[config.mk]
export PLATFORM = sky130hd
export DESIGN_NAME = tccu_seq
export DESIGN_NICKNAME = d
export VERILOG_FILES = /design/src/hw/rtl/tccu_pkg.sv /design/src/hw/rtl/tccu_seq.sv
export SDC_FILE = /design/constraint.sdc
export NUM_CORES = 1
export LEC_CHECK = 0
export ABC_CLOCK_PERIOD_IN_PS = 4700
export CORE_AREA = 2 2 39 41
export DETAILED_ROUTE_END_ITERATION = 10
export DIE_AREA = 0 0 41 43
export DONT_BUFFER_PORTS = 1
export MAX_ROUTING_LAYER = met4
export SETUP_SLACK_MARGIN = 0.2
export SLEW_MARGIN = 20
export SYNTH_ARGS = -nofsm -noshare
export SYNTH_HDL_FRONTEND = slang
export SYNTH_SLANG_ARGS = --single-unit
[constraint.sdc]
create_clock -name clk_i -period 4.7 [get_ports clk_i]
set_input_delay 0.705 -clock clk_i [delete_from_list [all_inputs] [get_ports clk_i]]
set_output_delay 0.705 -clock clk_i [all_outputs]
set_load 0.02 [all_outputs]
[src/hw/rtl/tccu_pkg.sv]
package tccu_pkg;

  localparam int TIME_BITS   = 63;
  localparam int PERIOD_W    = 32;
  localparam int COUNT_W     = 64;
  localparam int STEP_W      = 3;
  localparam int ITER_W      = $clog2(TIME_BITS);
  localparam int CFG_IDX_W   = 1;
  localparam int CFG_DATA_W  = TIME_BITS;

  typedef logic [TIME_BITS-1:0] time_t;
  typedef logic [PERIOD_W-1:0]  period_t;
  typedef logic [COUNT_W-1:0]   count_t;
  typedef logic [STEP_W-1:0]    step_t;
  typedef logic [ITER_W-1:0]    iter_t;
  typedef logic [CFG_IDX_W-1:0] cfg_idx_t;

  localparam cfg_idx_t CFG_TICK_PERIOD = 1'b0;
  localparam cfg_idx_t CFG_START_TIME  = 1'b1;

  localparam period_t PERIOD_RESET = period_t'(10000000);

  typedef enum logic [2:0] {
    OP_NONE,
    OP_ACCEPT,
    OP_ELAPSED,
    OP_DIV_STEP,
    OP_COMMIT,
    OP_DEADLINE,
    OP_ZERO,
    OP_EMIT
  } op_e;

  typedef enum logic [2:0] {
    C_NEVER,
    C_ALWAYS,
    C_NO_INPUT,
    C_SKIP,
    C_LT_PERIOD,
    C_DIV_MORE,
    C_OUT_BUSY
  } cond_e;

  typedef struct packed {
    op_e   op;
    cond_e cond;
    step_t target;
  } uword_t;

  typedef struct packed {
    op_e op;
  } ctrl_t;

  typedef struct packed {
    logic in_valid;
    logic skip;
    logic lt_period;
    logic div_more;
    logic out_busy;
  } stat_t;

  localparam step_t S_IDLE     = 3'd0;
  localparam step_t S_ELAPSED  = 3'd1;
  localparam step_t S_CHECK    = 3'd2;
  localparam step_t S_DIV      = 3'd3;
  localparam step_t S_COMMIT   = 3'd4;
  localparam step_t S_DEADLINE = 3'd5;
  localparam step_t S_ZERO     = 3'd6;
  localparam step_t S_EMIT     = 3'd7;

  // Microprogram: conditional jump to target when cond holds, else next step.
  function automatic uword_t ucode_rom(step_t step);
    uword_t w;
    unique case (step)
      S_IDLE:     w = '{op: OP_ACCEPT,   cond: C_NO_INPUT,  target: S_IDLE};
      S_ELAPSED:  w = '{op: OP_ELAPSED,  cond: C_SKIP,      target: S_ZERO};
      S_CHECK:    w = '{op: OP_NONE,     cond: C_LT_PERIOD, target: S_ZERO};
      S_DIV:      w = '{op: OP_DIV_STEP, cond: C_DIV_MORE,  target: S_DIV};
      S_COMMIT:   w = '{op: OP_COMMIT,   cond: C_NEVER,     target: S_IDLE};
      S_DEADLINE: w = '{op: OP_DEADLINE, cond: C_ALWAYS,    target: S_EMIT};
      S_ZERO:     w = '{op: OP_ZERO,     cond: C_NEVER,     target: S_IDLE};
      S_EMIT:     w = '{op: OP_EMIT,     cond: C_OUT_BUSY,  target: S_EMIT};
      default:    w = '{op: OP_NONE,     cond: C_NEVER,     target: S_IDLE};
    endcase
    return w;
  endfunction

endpackage

[src/hw/rtl/tccu_seq.sv]
module tccu_seq
  import tccu_pkg::*;
(
  input  logic  clk_i,
  input  logic  rst_ni,
  input  stat_t stat_i,
  output ctrl_t ctrl_o
);

  step_t  step_q, step_d;
  uword_t word;
  logic   taken;

  assign word = ucode_rom(step_q);
  assign ctrl_o.op = word.op;

  always_comb begin
    unique case (word.cond)
      C_NEVER:     taken = 1'b0;
      C_ALWAYS:    taken = 1'b1;
      C_NO_INPUT:  taken = !stat_i.in_valid;
      C_SKIP:      taken = stat_i.skip;
      C_LT_PERIOD: taken = stat_i.lt_period;
      C_DIV_MORE:  taken = stat_i.div_more;
      C_OUT_BUSY:  taken = stat_i.out_busy;
      default:     taken = 1'b0;
    endcase
    step_d = taken ? word.target : step_q + step_t'(1);
  end

  always_ff @(posedge clk_i or negedge rst_ni) begin
    if (!rst_ni) begin
      step_q <= S_IDLE;
    end else begin
      step_q <= step_d;
    end
  end

endmodule

* After elaboration in Yosys (flattened, before gate mapping)
Memory sizes are Yosys's and may differ from the RTL's.
Cells that the tools add are included.
** Cells by class
- $add $sub $neg :: 1
- Eq/ne operators :: 6
- Muxes and demuxes :: 2
- Reductions and logical operators :: 1
** Operator list (count)
- $eq A3 B3 Y1 const B :: 3
- $eq A3 B2 Y1 const B :: 2
- $pmux W1 S6 :: 1
- $add A3 B1 Y3 const B :: 1
- $eq A3 B1 Y1 const B :: 1
- $mux W3 :: 1
- $logic_not A1 Y1 :: 1
** Storage, ports and cells
- Flip-flop bits (word level) :: 3
- Memory bits (read-only) :: 72
- Bits of input ports :: 7
- Output and inout port bits :: 3
- Logic and storage cells :: 12
- Memories kept :: 1
** Memories
- (no name shown) :: words 8, width 9, rd ports 1, clocked after memory_dff 0, write ports 0, line tccu_pkg.sv:74 : unique case (step)

* Logic depth before layout (Yosys ltp)
An unclocked memory read counts as a cell.
- Word-level depth :: 4
- Depth in mapped cells :: 7
- Mapped depth without buffers :: 7

* Worst setup path after synthesis
Ideal clock, no wire load.
- Path kind :: register to output
- Start point :: register step_q[0]
- End point :: output port ctrl_o[0] (netlist bit)
- Data arrival time :: 1.347 ns
- Path slack :: 2.648 ns
- Stages on the path, launching flop included :: 4
- Path through :: dfrtp_1 > inv_1 > ha_1 > o21ai_0
** RTL lines
- start: declaration :: line tccu_seq.sv:10 : step_t step_q, step_d;
- start signal: assignment :: line tccu_seq.sv:35 : step_q <= step_d;
- end: declaration :: line tccu_seq.sv:7 : output ctrl_t ctrl_o

==> run summary <==
The flow ran to the end, and the final reports show no timing, DRC or antenna violations. The end of the worst register-to-register path is step_q[1]. The run gives 752 microns as the wire length reported by the detailed router. The wire length of the first global-routing pass is 1.07 mm.

The number of setup buffers added after CTS is 0. Setup violations remaining at the end of the flow were counted as 0. The final route contains 311 vias. The initial core utilization was 27.1%. The routability congestion estimate from global placement is 0.725, and the sequential power share is 23.0%. The logs give 10 for the count of pins on the block boundary and 0.00176 sq mm for the die outline area. Of the cells placed in the final design, the portion with a size suffix greater than 1 is 19.6%.

Setup repair after global routing left no endpoint under its margin. The cell count after synthesis came out at 44. Combinational logic is responsible for 64.7% of the overall power. The largest vdd supply drop is 278 uV, and the number of rows in the core area is 14.

Entering global routing, the biggest net connects 14 pins. The highest net fanout along the worst path came out at 10. For this run, the leading register cell type out of synthesis is sky130_fd_sc_hd__dfrtp_1. At the pin with the least slew margin, the transition time is 679 ps. After detailed routing, the number of remaining DRC violations is 0.

Synthesis-to-finish area growth: 7.33%. The analysis attributes to net switching a power of 0.187 mW. The clock buffer count from CTS was 3; the clock insertion delay at the later pin of the skew report was 230 ps.

Period utilization: 51.6%. The launching instance or port of the critical path is step_q[0]. The total of flip-flops plus latches after synthesis is 3, and the maximum root-to-sink buffer count is 2.

The reg-to-reg critical path startpoint was step_q[0]. For the cell area after placement, the log shows 377 sq um. The depth of the worst register-to-register path is 6. The capturing element type of the critical path is an output port. The required time of the critical path is 3990 ps, and the register-to-register path setup slack is 2660 ps. The tree built by TritonCTS fans out to 3 sinks. The worst setup path is of the reg2out kind.

The leakage power figure came out at 0.167 nW. In the final layout, the registers with the most flip-flops are step_q (3). The sum of negative setup slack is 0 ps. Power spread over the standard cell area amounts to 905 mW/mm^2. After clock tree synthesis, the flow added hold-fix buffers numbering 0. The antenna diode count was 0; the post-layout minimum cycle time was 2420 ps. The switching portion of total power is 51.2%, and the post-detailed-route count of antenna-violating nets is 0.

The register with the most flip-flops in the layout has 3 of them. Measured against its own limit, the worst slew margin works out to 54.3%. The count of pins over their slew limit is 0. TritonCTS built the clock tree.

The detail-routed via count per cell was 5.02. CTS H-tree depth: 1. In this run the cell area of the synthesized design comes to 375 sq um. Class of the tightest hold or removal check: in2async. Data arrives at the worst endpoint at 1720 ps. Finished layout cell area: 403 sq um.

The initial antenna violation count was 0; the number of max-capacitance violations reported was 0. For the maximum clock rate, the log shows 412 MHz. After the flow finishes, the layout carries non-filler instances totaling 62. After clock tree synthesis, the clock-pin slew on the worst setup and hold paths is 40 ps.

Number of global-route vias before repair: 242. In this run, distinct cell masters in the synthesized netlist total 23. The internal portion of the total power is 0.178 mW. Clock skew on the completed layout was measured at 1.93 ps. Of the total power, the clock network draws 12.3%. The placed wire-length estimate after detailed placement is 580 microns, and the number of gates given a new drive strength after cts is 0. Register area share after synthesis: 20.0%. Yosys mapped a number of flops with a built-in enable equal to 0. Dividing the detail-routed wire length by the instance count gives 12.1 microns. Global routing used 9.70% of the available tracks across all layers. The floorplan step defined a core boundary enclosing 0.00138 sq mm.

The die is 41 microns wide. The number of placed instances, taps included, is 58. Measured along the y axis, the die boundary spans 43 microns.

The first routing iteration left 6 violations. The most critical setup path has its endpoint at ctrl_o[0]. The sort of element at the start of the critical path is a flip-flop. The post-synthesis async set-or-reset flop share was 100%; the synthesized net count was 55. The final hold violation count was 0. During synthesis, Yosys emitted a total of 0 warnings. The count of input and output buffers was 0; the first-pass iteration count of the detailed router was 2. Register name with the most flops: step_q. The net count of the finished layout is 58. For the final global-route overflow total, the log shows 0.

The tools report the buffer type at the clock tree root as sky130_fd_sc_hd__clkbuf_4. Dividing the synthesized area by the synthesized cell count gives 8.53 sq um.
[placed cells by master (no fill, tap or decap)]
cell type / n
sky130_fd_sc_hd__clkbuf_4: 3
sky130_fd_sc_hd__or3_1: 1
sky130_fd_sc_hd__o221ai_2: 2
sky130_fd_sc_hd__a21boi_0: 1
sky130_fd_sc_hd__nor2b_1: 1
sky130_fd_sc_hd__inv_1: 2
sky130_fd_sc_hd__nor2_1: 2
sky130_fd_sc_hd__a211oi_1: 2
sky130_fd_sc_hd__and2b_1: 1
sky130_fd_sc_hd__o21ai_0: 3
sky130_fd_sc_hd__a21oi_1: 1
sky130_fd_sc_hd__mux2i_1: 1
sky130_fd_sc_hd__clkbuf_1: 1
sky130_fd_sc_hd__nand4bb_1: 1
sky130_fd_sc_hd__clkinv_2: 1
sky130_fd_sc_hd__nor2_2: 1
sky130_fd_sc_hd__dfrtp_1: 3
sky130_fd_sc_hd__mux2_4: 1
sky130_fd_sc_hd__ha_1: 4
sky130_fd_sc_hd__a221oi_2: 1
sky130_fd_sc_hd__nand2_1: 8
sky130_fd_sc_hd__nand2b_1: 3
sky130_fd_sc_hd__o22ai_1: 2
[worst min-delay path by stage]
stage | depth (start not counted) | endpoint | from
floorplan | 0 | step_q[0] | rst_ni
global placement | 0 | step_q[2] | rst_ni
detailed placement | 0 | step_q[1] | rst_ni
CTS | 0 | step_q[2] | rst_ni
global route | 0 | step_q[2] | rst_ni
finish | 0 | step_q[2] | rst_ni
[through the flow]
step	utilization (%)	power (mW)	hold slack [ps]	worst slack, ps
after global routing	29.1	0.399	156	2130
final	29.1	0.365	168	2280
after global placement	27.2	0.317	409	2580
after floorplan	-	0.293	409	2650
after detailed placement	27.2	0.321	409	2510
after CTS	29.1	0.368	162	2260
[synthesized netlist by cell type (2+ instances only)]
cell type                  number  area share, %
sky130_fd_sc_hd__o22ai_1        2            3.3
sky130_fd_sc_hd__nor2_1         2            2.0
sky130_fd_sc_hd__a211oi_1       2            4.0
sky130_fd_sc_hd__o221ai_2       2            8.0
sky130_fd_sc_hd__dfrtp_1        3             20
sky130_fd_sc_hd__nand2b_1       3            5.0
sky130_fd_sc_hd__nand2_1        8            8.0
sky130_fd_sc_hd__ha_1           4             13
sky130_fd_sc_hd__inv_1          2            2.0
sky130_fd_sc_hd__o21ai_0        3            4.0
[power by group through the flow]
stage / Combinational (mW) / Sequential, mW / Clock [mW]
finish: 0.236 / 0.0840 / 0.0447
global route: 0.259 / 0.0904 / 0.0489
CTS: 0.238 / 0.0836 / 0.0461
detailed placement: 0.237 / 0.0842 / 0
global placement: 0.234 / 0.0829 / 0
floorplan: 0.231 / 0.0623 / 0
[layer usage]
layer	wire length (microns)	GRT usage, %	vias up
met5	0	-	-
met4	0	8.00	0
met3	55	3.14	0
met2	315	10.3	11
met1	380	14.0	140
li1	-	-	160
[logic make-up after synthesis]
group,synth area share (%)
compound gates,26.7
fa+ha+maj,13.3
buf+inv,8.33
flops,20.0
mux,6.67
simple gates,25.0
[layout make-up]
| type | instances | area, sq um |
|---|---|---|
| clock buffers | 4 | 26.3 |
| fillers | 146 | 981 |
| inverters | 3 | 12.5 |
| multi-input cells | 36 | 269 |
| flip-flops and latches | 3 | 75.1 |
| well taps | 16 | 20.0 |
[critical path, stage by stage, from the launching register on]
cell and delay [ps]:
sky130_fd_sc_hd__dfrtp_1 520, sky130_fd_sc_hd__inv_1 100, sky130_fd_sc_hd__ha_1 330, sky130_fd_sc_hd__o21ai_0 540
Power figures use the tool's default switching activity.
